===== config.mk =====
export PLATFORM = sky130hd
export DESIGN_NAME = slau_sqrt
export DESIGN_NICKNAME = d
export VERILOG_FILES = /design/src/design/slau_pkg.sv /design/src/design/slau_sqrt.sv
export SDC_FILE = /design/constraint.sdc
export NUM_CORES = 2
export LEC_CHECK = 0
export BUFFER_PORTS_ARGS = -buffer_cell sky130_fd_sc_hd__buf_2
export CAP_MARGIN = 0
export CORE_MARGIN = 3
export CORE_UTILIZATION = 60
export CTS_BUF_LIST = sky130_fd_sc_hd__clkbuf_4
export CTS_CLUSTER_DIAMETER = 50
export DETAILED_ROUTE_END_ITERATION = 12
export GPL_ROUTABILITY_DRIVEN = 0
export GPL_TIMING_DRIVEN = 0
export PLACE_DENSITY_LB_ADDON = 0.12
export SLEW_MARGIN = 20
export SYNTH_ARGS = -nofsm -noshare
export SYNTH_HDL_FRONTEND = slang
export SYNTH_MEMORY_MAX_BITS = 65536
export SYNTH_SLANG_ARGS = --single-unit

===== constraint.sdc =====
create_clock -name clk -period 5.9 [get_ports clk]
set_input_delay 0.295 -clock clk [delete_from_list [all_inputs] [get_ports clk]]
set_output_delay 0.295 -clock clk [all_outputs]
set_load 0.1 [all_outputs]

===== src/design/slau_pkg.sv =====
package slau_pkg;

	// number format
	localparam int WORD_BITS  = 32;
	localparam int FRAC_BITS  = 24;
	localparam int INT_BITS   = WORD_BITS - FRAC_BITS;
	localparam int SUM_BITS   = WORD_BITS + 4;
	localparam int GAMMA_BITS = 26;
	localparam int AXIS_BITS  = 2;
	localparam int CFG_INDEX_BITS = 1;
	// latency of the divider, the square root and the matching context line
	localparam int LAT = WORD_BITS + 2;

	typedef logic signed [WORD_BITS-1:0]   word_t;
	typedef logic        [WORD_BITS-1:0]   uword_t;
	typedef logic        [2*WORD_BITS-1:0] dword_t;
	typedef logic signed [2*WORD_BITS-1:0] prod_t;
	typedef logic signed [SUM_BITS-1:0]    sum_t;

	localparam word_t WMAX = {1'b0, {(WORD_BITS-1){1'b1}}};
	localparam word_t WMIN = {1'b1, {(WORD_BITS-1){1'b0}}};
	localparam word_t FONE = word_t'({1'b1, {FRAC_BITS{1'b0}}});
	localparam logic [GAMMA_BITS-1:0] GAMMA_RESET = GAMMA_BITS'(23488102);

	typedef enum logic [CFG_INDEX_BITS-1:0] {
		REG_FACE_AXIS   = 1'b0,
		REG_GAMMA_RATIO = 1'b1
	} cfg_reg_t;

	typedef enum logic [AXIS_BITS-1:0] {
		AXIS_X = 2'd0,
		AXIS_Y = 2'd1,
		AXIS_Z = 2'd2
	} axis_t;

	// sign and special-case flags that ride along the divider stages
	typedef struct packed {
		logic neg;
		logic dz;
		logic ovf;
		logic a_pos;
		logic a_neg;
	} div_flags_t;

	// per-item context carried down the whole pipeline
	typedef struct packed {
		logic             valid;
		logic             err;
		axis_t            ax;
		word_t            rl;
		word_t            rr;
		word_t [2:0]      ml;
		word_t [2:0]      mr;
		word_t            el;
		word_t            er;
		word_t            pl;
		word_t            pr;
		word_t            dp;
		word_t            vl;
		word_t            vr;
		word_t            ch;
		word_t            vn;
		word_t            g;
		word_t            md;
	} ctx_t;

	// clamp a widened sum back to the word range
	function automatic word_t sat_sum(input sum_t x);
		if (x > sum_t'(WMAX)) return WMAX;
		if (x < sum_t'(WMIN)) return WMIN;
		return x[WORD_BITS-1:0];
	endfunction

	// scale a full product back to the word, truncating toward zero
	function automatic word_t fmul_fin(input prod_t p);
		prod_t adj;
		prod_t sh;
		adj = p[2*WORD_BITS-1] ? p + prod_t'({FRAC_BITS{1'b1}}) : p;
		sh  = adj >>> FRAC_BITS;
		if (sh > prod_t'(WMAX)) return WMAX;
		if (sh < prod_t'(WMIN)) return WMIN;
		return sh[WORD_BITS-1:0];
	endfunction

	function automatic word_t abs_sat(input word_t x);
		if (x == WMIN) return WMAX;
		return x[WORD_BITS-1] ? -x : x;
	endfunction

	function automatic prod_t smul(input word_t a, input word_t b);
		return prod_t'(a) * prod_t'(b);
	endfunction

endpackage


===== src/design/slau_sqrt.sv =====
module slau_sqrt import slau_pkg::*; (
	input  logic  clk,
	input  logic  en,
	input  word_t arg,
	output word_t root
);

	localparam int RW = WORD_BITS + 4;

	logic [RW-1:0] rem_s  [WORD_BITS+1];
	dword_t        rad_s  [WORD_BITS+1];
	uword_t        res_s  [WORD_BITS+1];
	logic          zero_s [WORD_BITS+1];
	word_t         root_q;

	// radicand is arg * 2^frac; non-positive arguments give zero
	always_ff @(posedge clk) begin
		if (en) begin
			rem_s[0]  <= '0;
			rad_s[0]  <= dword_t'(uword_t'(arg)) << FRAC_BITS;
			res_s[0]  <= '0;
			zero_s[0] <= arg[WORD_BITS-1] || (arg == '0);
		end
	end

	// one root bit per stage
	for (genvar k = 1; k <= WORD_BITS; k++) begin : g_step
		logic [RW-1:0] r_in;
		logic [RW-1:0] trial;
		logic          ge;
		assign r_in  = {rem_s[k-1][RW-3:0], rad_s[k-1][2*WORD_BITS-1 -: 2]};
		assign trial = {2'b00, res_s[k-1], 2'b01};
		assign ge    = (r_in >= trial);
		always_ff @(posedge clk) begin
			if (en) begin
				rem_s[k]  <= ge ? r_in - trial : r_in;
				rad_s[k]  <= rad_s[k-1] << 2;
				res_s[k]  <= {res_s[k-1][WORD_BITS-2:0], ge};
				zero_s[k] <= zero_s[k-1];
			end
		end
	end

	always_ff @(posedge clk) begin
		if (en) begin
			if (zero_s[WORD_BITS]) root_q <= '0;
			else if (res_s[WORD_BITS][WORD_BITS-1]) root_q <= WMAX;
			else root_q <= word_t'(res_s[WORD_BITS]);
		end
	end

	assign root = root_q;

endmodule


Word level (Yosys, flattened, before mapping). Memories as Yosys holds them, arrays and structs flattened. Cells that the tools add are included.

Register bits after elaboration: 32. RAM bits: 4323. Output and inout bits: 32. Word-level logic and storage cells: 106. Memories kept: 4.

Add/sub/neg operators: 32. Magnitude comparators: 32. Muxes and demuxes: 35. Reduce and logical (&&, ||, !) cells: 2.

Memories: rad_s (words 33, width 62, read ports 32, clocked after Yosys merged registers in 0, wr ports 33, line slau_sqrt.sv:11) `dword_t rad_s [WORD_BITS+1];`; rem_s (words 33, width 36, read ports 32, clocked after Yosys merged registers in 0, wr ports 33, line slau_sqrt.sv:10) `logic [RW-1:0] rem_s [WORD_BITS+1];`; res_s (words 33, width 32, read ports 33, clocked after Yosys merged registers in 0, wr ports 33, line slau_sqrt.sv:12) `uword_t res_s [WORD_BITS+1];`; zero_s (words 33, width 1, read ports 33, clocked after Yosys merged registers in 0, wr ports 33, line slau_sqrt.sv:13) `logic zero_s [WORD_BITS+1];`.

Operators with widths (count): $ge A36 B34 Y1 (32); $mux W36 (32); $sub A36 B34 Y36 (32); $logic_not A32 Y1 (1); $mux W31 (1); $mux W1 (2); $logic_or A1 B1 Y1 (1).

Depth between registers and ports, before layout. An unclocked memory read counts as a cell.

Depth in word-level cells: 3. Gate-level depth with buffers: 14.

Worst setup path before layout. OpenSTA, ideal clock, no wires.

Path type: register to register. Start point: mem rem_s[0][756] in the netlist's numbering. End point: mem rem_s[0][801] in the netlist's numbering (data pin). Arrival: 3.257 ns. Slack: 2.383 ns. Cell stages (with the launch flop): 11. Clock period less this slack: 3.517 ns. Cell sequence: edfxtp_1 ha_1 fa_1 a21oi_1 o21bai_1 a2111oi_0 nor2_1 o41a_1 a21oi_1 clkbuf_1 mux2_2.

RTL lines (line): start, declared (slau_sqrt.sv:10).

==> impl_metrics.toml <==
[status]
outcome = "complete, no violations"

[timing]
setup_viol = 0
final_max_slew_viol_count = 0
skew_ns = 0.1068
relSlewSlack_pct = 33.22
hold_slack_ns = 0.2038
rsz0062_at_grt = "no"
finalSetupTns_ns = 0
fin_crit_ns = 4.741
max_freq_mhz = 210.9
hold_violations = 0
worstMarginPinSlew_ns = 0.9991
min_period_over_period_pct = 80.36

[floorplanning]
die_x_um = 380.5
ioPinCount = 66
row_count = 136
initial_core_util_pct = 60.83
core_area_mm2 = 0.1383
die_height_um = 380.5
dieArea_mm2 = 0.1448

[clock_network]
cts_setup_buffers = 0
cts_hold_buf = 67
htree_levels = 5
cts_buffers = 436
cts_tree = "done"
cts_resized = 0
clockBufferDepth = 4
clkSlewWorstSetupHoldPaths_ns = 0.07
numClockSinks = 1723
clk-insertion-delay-late_ns = 1.25
root_buffer = "clkbuf_4"

[synthesis]
yosysWarnings = 0
ys_seq_area_share_pct = 61.48
syn_area_per_cell_um2 = 12.39
synth_cells = 6793
netlist_area_mm2 = 0.08415
ys_async_sr_fraction_pct = 0
ys_ff_latch = 1723
synth_edf_count = 1723
yosysUniqueCellTypes = 87
synth_ff_type = "edfxtp_1"

[grt]
grt_use_total_pct = 22.87
grt_start_max_net_pins = 152
antenna_found_initial = 4
grt_overflow_total = 0
grt_pass1_vias = 52840
grt_pass1_wl_mm = 269.4

[finish]
final_nets = 7837
layout-area-overhead-vs-synth_pct = 10.73
final_area_mm2 = 0.09319
final_util_pct = 67.36
fillCellCount = 10180
layout_common_cells = "1723 x edfxtp_1, 606 x clkbuf_4, 532 x inv_1, 470 x nand2_1, 442 x nor2_1"
layout-drive-gt1-share_pct = 11.38
final_common_cell = "edfxtp_1"

[pwr]
finalPower_uw = 31500
p_leak_uw = 0.03592
ir_drop_uv = 229.7
power.density_mw_per_mm2 = 338.1

[placed_design]
port_buffers = 61
place_area_mm2 = 0.08724
dpl.hpwl_mm = 118.8

[critical_path]
r2r-start = "rem_s[0][1044]"
cp.required_ns = 6.92
path_max_fanout = 10
crit_start = "rem_s[0][1044]"
crit_type = "reg2reg"
endpoint_kind = "register"
worstPathArrival_ns = 5.76
critPathLaunchType = "register"

[drt]
drt_wl_total_mm = 166.6
drt-vias-per-instance = 5.667
drc = 0
first_iter_violations = 4109
antenna_left = 0
wire_per_inst_um = 17.43
vias = 54180
drt_pre_antenna_iters = 6

[min_path]
hold_class = "in2reg"
min_from = "en"

[run]
maxCapViolCount = 0
-- critical path, stage by stage, from the launching register on --
cell      delay [ns]
edfxtp_1        0.47
ha_1            0.28
fa_1            0.44
a211oi_1        0.42
nor4_1          0.12
nor2_1          0.22
o21a_1          0.25
o41ai_1         0.16
nor4_1          0.78
clkbuf_1        0.63
clkbuf_1        0.52
nand2_1         0.10
o31ai_1         0.12
-- layer usage --
layer,track usage [%],wire length (um)
met1,31.34,73370
met2,37.29,79750
met3,3.644,9137
met4,8.212,4360
met5,0,0
-- where the power goes --
part	leakage, uW	internal (uW)	switching, uW
logic	0.0165	2450	3350
clock network	0.00312	4900	4560
registers	0.0163	15300	968
-- flip-flops by register name (all words and copies together), names as in the netlist --
name    count
rad_s     400
rem_s     856
res_s     406
zero_s     33
root       28
-- stage by stage --
step	cells	setup slack, ns
2_1_floorplan	6797	2.383
3_3_place_gp	8721	-21.73
3_5_place_dp	8737	1.295
4_1_cts	9552	1.244
5_1_grt	9559	0.7096
6_report	9560	1.159
-- final timing paths --
check	endpoint	slack, ns	depth (start not counted)
max	rem_s[0][1096]	1.16	12
min	rad_s[0][86]	0.20	3
max reg2reg	rem_s[0][1096]	1.16	12
min reg2reg	zero_s[0][17]	0.37	0
-- area by class of cell --
class	instances	area [um2]	share of cell area [%]
repair buffers	144	1406	1.509
clock buffers	606	4549	4.882
diodes	8	20.02	0.02148
flip-flops and latches	1723	51740	55.52
plain buffers	129	503.0	0.5398
multi-input cells	4411	29950	32.14
well taps	1863	2331	2.501
clock inverters	142	685.7	0.7358
inverters	534	2004	2.151
-- synth_stat cells, drive strengths merged (17+ instances only) --
cell type / count / share of area, %
a211oi: 43 / 0.38
a21boi: 17 / 0.15
a21o: 140 / 1.2
a21oi: 385 / 2.3
a31oi: 27 / 0.20
and2: 22 / 0.16
and3: 30 / 0.22
buf: 18 / 0.10
clkbuf: 111 / 0.50
edfxtp: 1723 / 61
ha: 413 / 6.1
inv: 533 / 2.4
mux2: 67 / 0.90
nand2: 470 / 2.1
nand2b: 73 / 0.54
nand3: 140 / 0.83
nand3b: 24 / 0.21
nand4: 70 / 0.52
nand4b: 20 / 0.21
nor2: 443 / 2.0
nor2b: 80 / 0.59
nor3: 197 / 1.2
nor4: 112 / 0.83
o211ai: 19 / 0.17
o21a: 75 / 0.67
o21ai: 373 / 2.2
o21bai: 57 / 0.51
o31ai: 42 / 0.37
o41ai: 19 / 0.20
or2: 39 / 0.29
or3: 85 / 0.64
or4: 47 / 0.43
xnor2: 346 / 3.6
xor2: 342 / 3.6
-- cell families (layout without fill, tap and decap cells) --
kind of cell / after synthesis / in the layout / synth area share (%)
flip-flops: 1723 / 1723 / 61.48
multiplexers: 73 / 73 / 0.9679
AO/OA/AOI/OAI: 1318 / 1318 / 9.701
other: 1 / 13 / 0.004456
buffers and inverters: 663 / 1555 / 2.980
XOR/XNOR: 688 / 688 / 7.160
adder cells (fa/ha/maj): 424 / 424 / 6.402
AND/OR/NAND/NOR: 1903 / 1903 / 11.30
Power figures use the tool's default switching activity.
