## config.mk

```make
export PLATFORM = sky130hd
export DESIGN_NAME = slau_div
export DESIGN_NICKNAME = d
export VERILOG_FILES = /design/src/design/slau_pkg.sv /design/src/design/slau_div.sv
export SDC_FILE = /design/constraint.sdc
export NUM_CORES = 2
export LEC_CHECK = 0
export BUFFER_PORTS_ARGS = -buffer_cell sky130_fd_sc_hd__buf_2
export CORE_MARGIN = 4
export CORE_UTILIZATION = 69
export CTS_CLUSTER_DIAMETER = 80
export CTS_CLUSTER_SIZE = 30
export DETAILED_ROUTE_END_ITERATION = 10
export PLACE_DENSITY = 0.95
export SLEW_MARGIN = 10
export SYNTH_ARGS = -nofsm -noshare
export SYNTH_HDL_FRONTEND = slang
export SYNTH_MEMORY_MAX_BITS = 65536
export SYNTH_SLANG_ARGS = --single-unit
export TNS_END_PERCENT = 20
```

## constraint.sdc

```tcl
create_clock -name clk -period 6.7 [get_ports clk]
set_input_delay 0.67 -clock clk [delete_from_list [all_inputs] [get_ports clk]]
set_output_delay 0.67 -clock clk [all_outputs]
set_load 0.02 [all_outputs]
```

## src/design/slau_pkg.sv

```systemverilog
package slau_pkg;

	// number format
	localparam int WORD_BITS  = 32;
	localparam int FRAC_BITS  = 24;
	localparam int INT_BITS   = WORD_BITS - FRAC_BITS;
	localparam int SUM_BITS   = WORD_BITS + 4;
	localparam int GAMMA_BITS = 26;
	localparam int AXIS_BITS  = 2;
	localparam int CFG_INDEX_BITS = 1;
	// latency of the divider, the square root and the matching context line
	localparam int LAT = WORD_BITS + 2;

	typedef logic signed [WORD_BITS-1:0]   word_t;
	typedef logic        [WORD_BITS-1:0]   uword_t;
	typedef logic        [2*WORD_BITS-1:0] dword_t;
	typedef logic signed [2*WORD_BITS-1:0] prod_t;
	typedef logic signed [SUM_BITS-1:0]    sum_t;

	localparam word_t WMAX = {1'b0, {(WORD_BITS-1){1'b1}}};
	localparam word_t WMIN = {1'b1, {(WORD_BITS-1){1'b0}}};
	localparam word_t FONE = word_t'({1'b1, {FRAC_BITS{1'b0}}});
	localparam logic [GAMMA_BITS-1:0] GAMMA_RESET = GAMMA_BITS'(23488102);

	typedef enum logic [CFG_INDEX_BITS-1:0] {
		REG_FACE_AXIS   = 1'b0,
		REG_GAMMA_RATIO = 1'b1
	} cfg_reg_t;

	typedef enum logic [AXIS_BITS-1:0] {
		AXIS_X = 2'd0,
		AXIS_Y = 2'd1,
		AXIS_Z = 2'd2
	} axis_t;

	// sign and special-case flags that ride along the divider stages
	typedef struct packed {
		logic neg;
		logic dz;
		logic ovf;
		logic a_pos;
		logic a_neg;
	} div_flags_t;

	// per-item context carried down the whole pipeline
	typedef struct packed {
		logic             valid;
		logic             err;
		axis_t            ax;
		word_t            rl;
		word_t            rr;
		word_t [2:0]      ml;
		word_t [2:0]      mr;
		word_t            el;
		word_t            er;
		word_t            pl;
		word_t            pr;
		word_t            dp;
		word_t            vl;
		word_t            vr;
		word_t            ch;
		word_t            vn;
		word_t            g;
		word_t            md;
	} ctx_t;

	// clamp a widened sum back to the word range
	function automatic word_t sat_sum(input sum_t x);
		if (x > sum_t'(WMAX)) return WMAX;
		if (x < sum_t'(WMIN)) return WMIN;
		return x[WORD_BITS-1:0];
	endfunction

	// scale a full product back to the word, truncating toward zero
	function automatic word_t fmul_fin(input prod_t p);
		prod_t adj;
		prod_t sh;
		adj = p[2*WORD_BITS-1] ? p + prod_t'({FRAC_BITS{1'b1}}) : p;
		sh  = adj >>> FRAC_BITS;
		if (sh > prod_t'(WMAX)) return WMAX;
		if (sh < prod_t'(WMIN)) return WMIN;
		return sh[WORD_BITS-1:0];
	endfunction

	function automatic word_t abs_sat(input word_t x);
		if (x == WMIN) return WMAX;
		return x[WORD_BITS-1] ? -x : x;
	endfunction

	function automatic prod_t smul(input word_t a, input word_t b);
		return prod_t'(a) * prod_t'(b);
	endfunction

endpackage

```

## src/design/slau_div.sv

```systemverilog
module slau_div import slau_pkg::*; (
	input  logic  clk,
	input  logic  en,
	input  word_t num,
	input  word_t den,
	output word_t quot
);

	uword_t     rem_s [WORD_BITS+1];
	uword_t     lo_s  [WORD_BITS+1];
	uword_t     quo_s [WORD_BITS+1];
	uword_t     dvs_s [WORD_BITS+1];
	div_flags_t flg_s [WORD_BITS+1];
	word_t      quot_q;

	uword_t     mag_a;
	uword_t     mag_b;
	div_flags_t flg_n;

	// magnitudes and the overflow test for num * 2^frac / den
	always_comb begin
		mag_a       = num[WORD_BITS-1] ? uword_t'(-num) : uword_t'(num);
		mag_b       = den[WORD_BITS-1] ? uword_t'(-den) : uword_t'(den);
		flg_n.neg   = num[WORD_BITS-1] ^ den[WORD_BITS-1];
		flg_n.dz    = (den == '0);
		flg_n.ovf   = ({{INT_BITS{1'b0}}, mag_a} >= {mag_b, {INT_BITS{1'b0}}});
		flg_n.a_pos = !num[WORD_BITS-1] && (num != '0);
		flg_n.a_neg = num[WORD_BITS-1];
	end

	always_ff @(posedge clk) begin
		if (en) begin
			rem_s[0] <= uword_t'(mag_a >> INT_BITS);
			lo_s[0]  <= mag_a << FRAC_BITS;
			quo_s[0] <= '0;
			dvs_s[0] <= mag_b;
			flg_s[0] <= flg_n;
		end
	end

	// one quotient bit per stage, restoring
	for (genvar k = 1; k <= WORD_BITS; k++) begin : g_step
		logic [WORD_BITS:0] r_in;
		logic [WORD_BITS:0] r_sub;
		logic               ge;
		assign r_in  = {rem_s[k-1], lo_s[k-1][WORD_BITS-1]};
		assign ge    = (r_in >= {1'b0, dvs_s[k-1]});
		assign r_sub = r_in - {1'b0, dvs_s[k-1]};
		always_ff @(posedge clk) begin
			if (en) begin
				rem_s[k] <= ge ? r_sub[WORD_BITS-1:0] : r_in[WORD_BITS-1:0];
				lo_s[k]  <= lo_s[k-1] << 1;
				quo_s[k] <= {quo_s[k-1][WORD_BITS-2:0], ge};
				dvs_s[k] <= dvs_s[k-1];
				flg_s[k] <= flg_s[k-1];
			end
		end
	end

	// sign, saturation and the zero divisor
	always_ff @(posedge clk) begin
		if (en) begin
			if (flg_s[WORD_BITS].dz) begin
				quot_q <= flg_s[WORD_BITS].a_pos ? WMAX :
					(flg_s[WORD_BITS].a_neg ? WMIN : '0);
			end else if (flg_s[WORD_BITS].ovf) begin
				quot_q <= flg_s[WORD_BITS].neg ? WMIN : WMAX;
			end else if (flg_s[WORD_BITS].neg) begin
				quot_q <= (quo_s[WORD_BITS] > uword_t'(WMIN)) ? WMIN :
					word_t'(-quo_s[WORD_BITS]);
			end else begin
				quot_q <= quo_s[WORD_BITS][WORD_BITS-1] ? WMAX : word_t'(quo_s[WORD_BITS]);
			end
		end
	end

	assign quot = quot_q;

endmodule

```

== After elaboration in Yosys (flattened, before gate mapping) ==
Memory sizes are Yosys's and may differ from the RTL's.
Index checks and enable logic that the tools add are counted.

* Bitwise operators: 1
* Mux-type cells: 44
* Magnitude comparators: 34
* Add/subtract/negate cells: 35
* Reduce and logical (&&, ||, !) cells: 4

{| class="wikitable"
|+ Operators by type and width
! kind !! number
|-
| two-way mux 32 bit || 41
|-
| >= comparator 33 x 32 -> 1 bit || 32
|-
| subtractor 32 bit || 32
|-
| negator 32 bit || 3
|-
| >= comparator 32 x 40 -> 1 bit || 1
|-
| > comparator 32 bit (second input constant) || 1
|-
| logical NOT 32 bit || 1
|-
| nonzero test 32 bit || 1
|-
| two-way mux 31 bit || 1
|-
| two-way mux 1 bit || 2
|-
| logical AND 1 bit || 1
|-
| logical NOT 1 bit || 1
|-
| bitwise XOR 1 bit || 1
|}

* Word-level logic and storage cells: 124
* Memories kept: 5
* Input bits: 66
* Memory bits (writable): 4,356
* Register bits: 32

{| class="wikitable"
|+ Memory list
! memory !! words !! width !! read ports !! clocked after memory_dff !! wr ports !! RTL line !! source
|-
| dvs_s || 33 || 32 || 32 || 0 || 33 || slau_div.sv:12 || <nowiki>uword_t dvs_s [WORD_BITS+1];</nowiki>
|-
| quo_s || 33 || 32 || 33 || 0 || 33 || slau_div.sv:11 || <nowiki>uword_t quo_s [WORD_BITS+1];</nowiki>
|-
| rem_s || 33 || 32 || 32 || 0 || 33 || slau_div.sv:9 || <nowiki>uword_t rem_s [WORD_BITS+1];</nowiki>
|-
| lo_s || 33 || 31 || 32 || 0 || 33 || slau_div.sv:10 || <nowiki>uword_t lo_s [WORD_BITS+1];</nowiki>
|-
| flg_s || 33 || 5 || 33 || 0 || 33 || slau_div.sv:13 || <nowiki>div_flags_t flg_s [WORD_BITS+1];</nowiki>
|}

== Depth between registers and ports, before layout ==
An unclocked memory read counts as a cell.

* Word-level depth: 6
* Depth in mapped cells: 21
* Gate-level depth less buffers: 21

== Worst setup path before layout ==
OpenSTA, ideal clock, no wires.

* Kind: input-to-reg
* Start: input num[5]
* End: memory flg_s[0][2] (netlist name) (data pin)
* Stages: 19
* Arrival time: 4,380 ps
* Library setup time: 264 ps
* Path buffers: 0
* Setup slack: 2,056 ps
* Cells stage by stage: nor4_1 > nand2_1 > or4_1 > or3_1 > or3_1 > or4_4 > o31ai_1 > xnor2_1 > ha_1 > a21oi_1 > nor2b_1 > o21ai_0 > nand2b_1 > a21oi_1 > nor2b_1 > o21ai_0 > nand2b_1 > a21oi_1 > a2111oi_2

{| class="wikitable"
|+ RTL lines
! element !! RTL line !! source
|-
| start: declaration || slau_div.sv:4 || <nowiki>input word_t num,</nowiki>
|-
| end: declaration || slau_div.sv:13 ||
|}

==> results by group <==
Detailed routing
  • Antenna Nets Post-Route: 0
  • DR DRC count: 2
  • Routed via count: 103827
  • Routed length per instance: 21.0 µm
  • Initial DRT Pass Iterations: 11
  • Via/cell ratio: 6.44
  • Starting DRC count in detailed routing: 12239
  • Total Routed Length: 338 mm

Power
  • Reg power frac: 0.385
  • Sw frac: 0.396
  • Overall power: 72.9 mW
  • Combinational share of power: 0.477
  • Power per cell area: 456 nW/µm²
  • Worst IR drop on VDD: 0.335 mV
  • Clock power frac: 0.138
  • Switching pwr: 28.8 mW
  • P_int: 44.1 mW
  • Leakage power: 64.4 nW

Timing
  • Worst-Margin Slew: 1.21 ns
  • Final Hold Vio Count: 0
  • Clk_skew: 0.0450 ns
  • Fmax: 0.205 GHz
  • Max-slew violations: 0
  • Setup slack after layout: 1.82 ns
  • Crit share post-route: 0.728
  • Rel. slew slack: 0.192
  • Final setup vio count: 0
  • Final setup TNS: 0 ns
  • Fin crit period: 4.88 ns
  • RSZ-0062 raised after global routing: no
  • Min Hold Slack: 0.0637 ns

GRT
  • Grt ovf: 0
  • All-layer global routing usage: 0.290
  • Vias in the first global route: 99031
  • Pin count of the biggest net entering global routing: 195
  • First-pass GRT wire length: 534 mm
  • Number of antenna violations at the first check in global routing: 10

Synthesis
  • Async SR Flop Fraction: 0
  • Cells after synthesis: 13168
  • Synthesis Warnings: 0
  • Post-synthesis cell type count: 94
  • Post-Synthesis Cell Area: 151000 µm²
  • Main flop type after synthesis: edfxtp_1
  • Synthesized area per cell: 11.5 µm²
  • EDFF count, synth: 2801
  • Sequential fraction of the synthesis area: 0.556
  • Syn Nets: 14309
  • Register bit total from synthesis: 2801

Finish
  • Storage cell area: 84100 µm²
  • Final net count: 14309
  • Most common cell after layout, fill and taps aside: edfxtp_1
  • Area growth, synth to finish: 5.64%
  • Fraction of layout cells with a size suffix above 1: 0.0629
  • Multi-input logic area: 61400 µm²
  • Final core utilization: 0.735
  • Fillcell total: 13565
  • Design area: 160000 µm²
  • Most frequent cells in the layout: edfxtp_1 (2801), inv_1 (1318), o21ai_0 (1054)
  • Final Non-Filler Cells: 16120

Setup path
  • Critical path launch point type: primary input
  • Max incr delay on CP: 0.55 ns
  • Critical Path, Cell by Cell: dlygate4sd3_1 > buf_2 > inv_1 > ha_1 > nand2b_1 > nand2b_1 > or4_1 > or3_1 > or3_1 > or4_1 > o41ai_1 > xnor2_1 > ha_1 > nor2b_1 > o21ai_0 > nand2b_1 > a21oi_1 > nor2b_1 > o21ai_0 > nand2b_1 > a21oi_1 > a2111oi_2
  • Critical path peak fanout: 4
  • CP dominant cell by count: nand2b_1
  • Critical path required time: 7.31 ns
  • Crit. End Element: flop
  • CP top delay family: simple AND/OR/NAND/NOR gates
  • CP Data Arrival Time: 5.49 ns
  • Critical path buffers and inverters: 3
  • Critical-path top delay cell: dlygate4sd3_1
  • Crit Path Class: primary input to flop

Clock network
  • CTS Buf Count: 136
  • Clock sinks: 2801
  • Clock Pin Slew Worst Setup and Hold Paths: 0.11 ns
  • Clk_lat worst skew: 0.86 ns
  • CTS H-tree depth: 4
  • Clock Tree Buf Depth: 3
  • PostCTS Resize Cnt: 0
  • TritonCTS clock tree: built
  • Clock Tree Root: clkbuf_16

Placed design
  • Post-placement cell area: 155000 µm²
  • Place WS: 1.49 ns
  • Routability Congestion: 0.967
  • Placed Cells: 15883
  • HPWL after detailed placement: 248 mm
  • PortBufs: 97

Floorplanning
  • Initial Util: 0.695
  • Die X: 476 µm
  • I/O pin count: 98
  • Std cell rows: 171
  • Die ar.: 227000 µm²
  • Core Region: 218000 µm²
  • Die height: 476 µm

Job
  • Max Cap Viol: 0

Min path
  • Worst Hold Class: primary input to flop

Outcome
  • Failing checks: design-rule violations
  • Status: finished, violations left
worst paths after layout:
| check | cells after the start | from | slack (ns) | endpoint |
|---|---|---|---|---|
| hold reg to reg | 0 | flg_s[0][6] | 0.41 | flg_s[0][11] |
| hold / removal | 1 | den[0] | 0.06 | dvs_s[0][0] |
| setup / recovery | 22 | num[0] | 1.82 | flg_s[0][2] |
| setup reg to reg | 11 | rem_s[0][864] | 1.87 | rem_s[0][898] |
cell families after synthesis:
| family | count (synthesis) | synth area share |
|---|---|---|
| buf+inv | 1625 | 0.0405 |
| fa+ha+maj | 1075 | 0.0904 |
| mux | 328 | 0.0242 |
| compound gates | 3560 | 0.147 |
| simple gates | 2896 | 0.0912 |
| flops | 2801 | 0.556 |
| xor+xnor | 883 | 0.0511 |
layer usage:
layer,track usage,wire length (µm),vias up
li1,-,-,48337
met1,0.388,134000,49248
met2,0.482,162000,5230
met3,0.0401,26100,1002
met4,0.121,16100,10
met5,0,286,-
cell usage after synthesis, types with 24 or more instances:
| cell type | number | share of area |
|---|---|---|
| or4_1 | 30 | 0.0015 |
| edfxtp_1 | 2801 | 0.56 |
| a21o_1 | 512 | 0.025 |
| or3_1 | 51 | 0.0021 |
| and2_1 | 40 | 0.0017 |
| a21boi_0 | 25 | 0.0012 |
| nand3_1 | 195 | 0.0064 |
| and3_1 | 95 | 0.0039 |
| clkbuf_1 | 280 | 0.0069 |
| and4_1 | 27 | 0.0016 |
| nor2b_1 | 146 | 0.0060 |
| nand2b_1 | 168 | 0.0069 |
| a41oi_1 | 24 | 0.0014 |
| or2_2 | 40 | 0.0017 |
| o41ai_1 | 30 | 0.0017 |
| o21a_1 | 132 | 0.0065 |
| o21ai_0 | 1054 | 0.035 |
| xor2_1 | 375 | 0.022 |
| a21oi_1 | 956 | 0.032 |
| fa_1 | 31 | 0.0041 |
| o31ai_1 | 100 | 0.0050 |
| a221oi_1 | 26 | 0.0015 |
| a31oi_1 | 107 | 0.0044 |
| o2111ai_1 | 24 | 0.0014 |
| nand2_1 | 1044 | 0.026 |
| xnor2_1 | 508 | 0.029 |
| ha_1 | 1044 | 0.086 |
| nor3_1 | 162 | 0.0054 |
| inv_1 | 1318 | 0.033 |
| o31a_1 | 36 | 0.0021 |
| nand4_1 | 155 | 0.0064 |
| o21bai_1 | 126 | 0.0063 |
| nor2_1 | 617 | 0.015 |
| a211o_1 | 44 | 0.0025 |
| a31o_2 | 32 | 0.0019 |
| nor4_1 | 48 | 0.0020 |
| mux2_2 | 305 | 0.023 |
| o211ai_1 | 54 | 0.0027 |
| a211oi_1 | 71 | 0.0035 |
state kept, by name (all words and copies together), names as in the netlist:
name,cells
quo_s,528
dvs_s,1024
rem_s,1016
quot,32
lo_s,36
flg_s,165
power by group through the flow:
| stage | logic, mW | clock network [mW] | registers [mW] |
|---|---|---|---|
| after floorplan | 26.1 | 0 | 27.0 |
| after global placement | 32.4 | 0 | 28.2 |
| after detailed placement | 33.7 | 0 | 28.3 |
| after CTS | 34.2 | 10.2 | 28.0 |
| after global routing | 38.2 | 10.9 | 28.3 |
| final | 34.8 | 10.1 | 28.1 |
cell type report:
| cell class | instances | area share |
|---|---|---|
| antenna | 3 | 0.0000470 |
| multi-input combinational | 8742 | 0.384 |
| inverter | 1318 | 0.0310 |
| sequential | 2801 | 0.526 |
| tap | 2854 | 0.0223 |
| clock inverter | 93 | 0.00712 |
| clock buffer | 140 | 0.0214 |
| timing repair buffer | 169 | 0.00794 |
timing repair:
action / 4_1_cts / 5_1_grt
setup buffers: 0 / 0
hold buffers: 1 / 0
endpoints found under the hold margin: 1 / 0
endpoints found under the setup margin: 0 / 0
No activity file was read; power rests on OpenSTA's default activity.
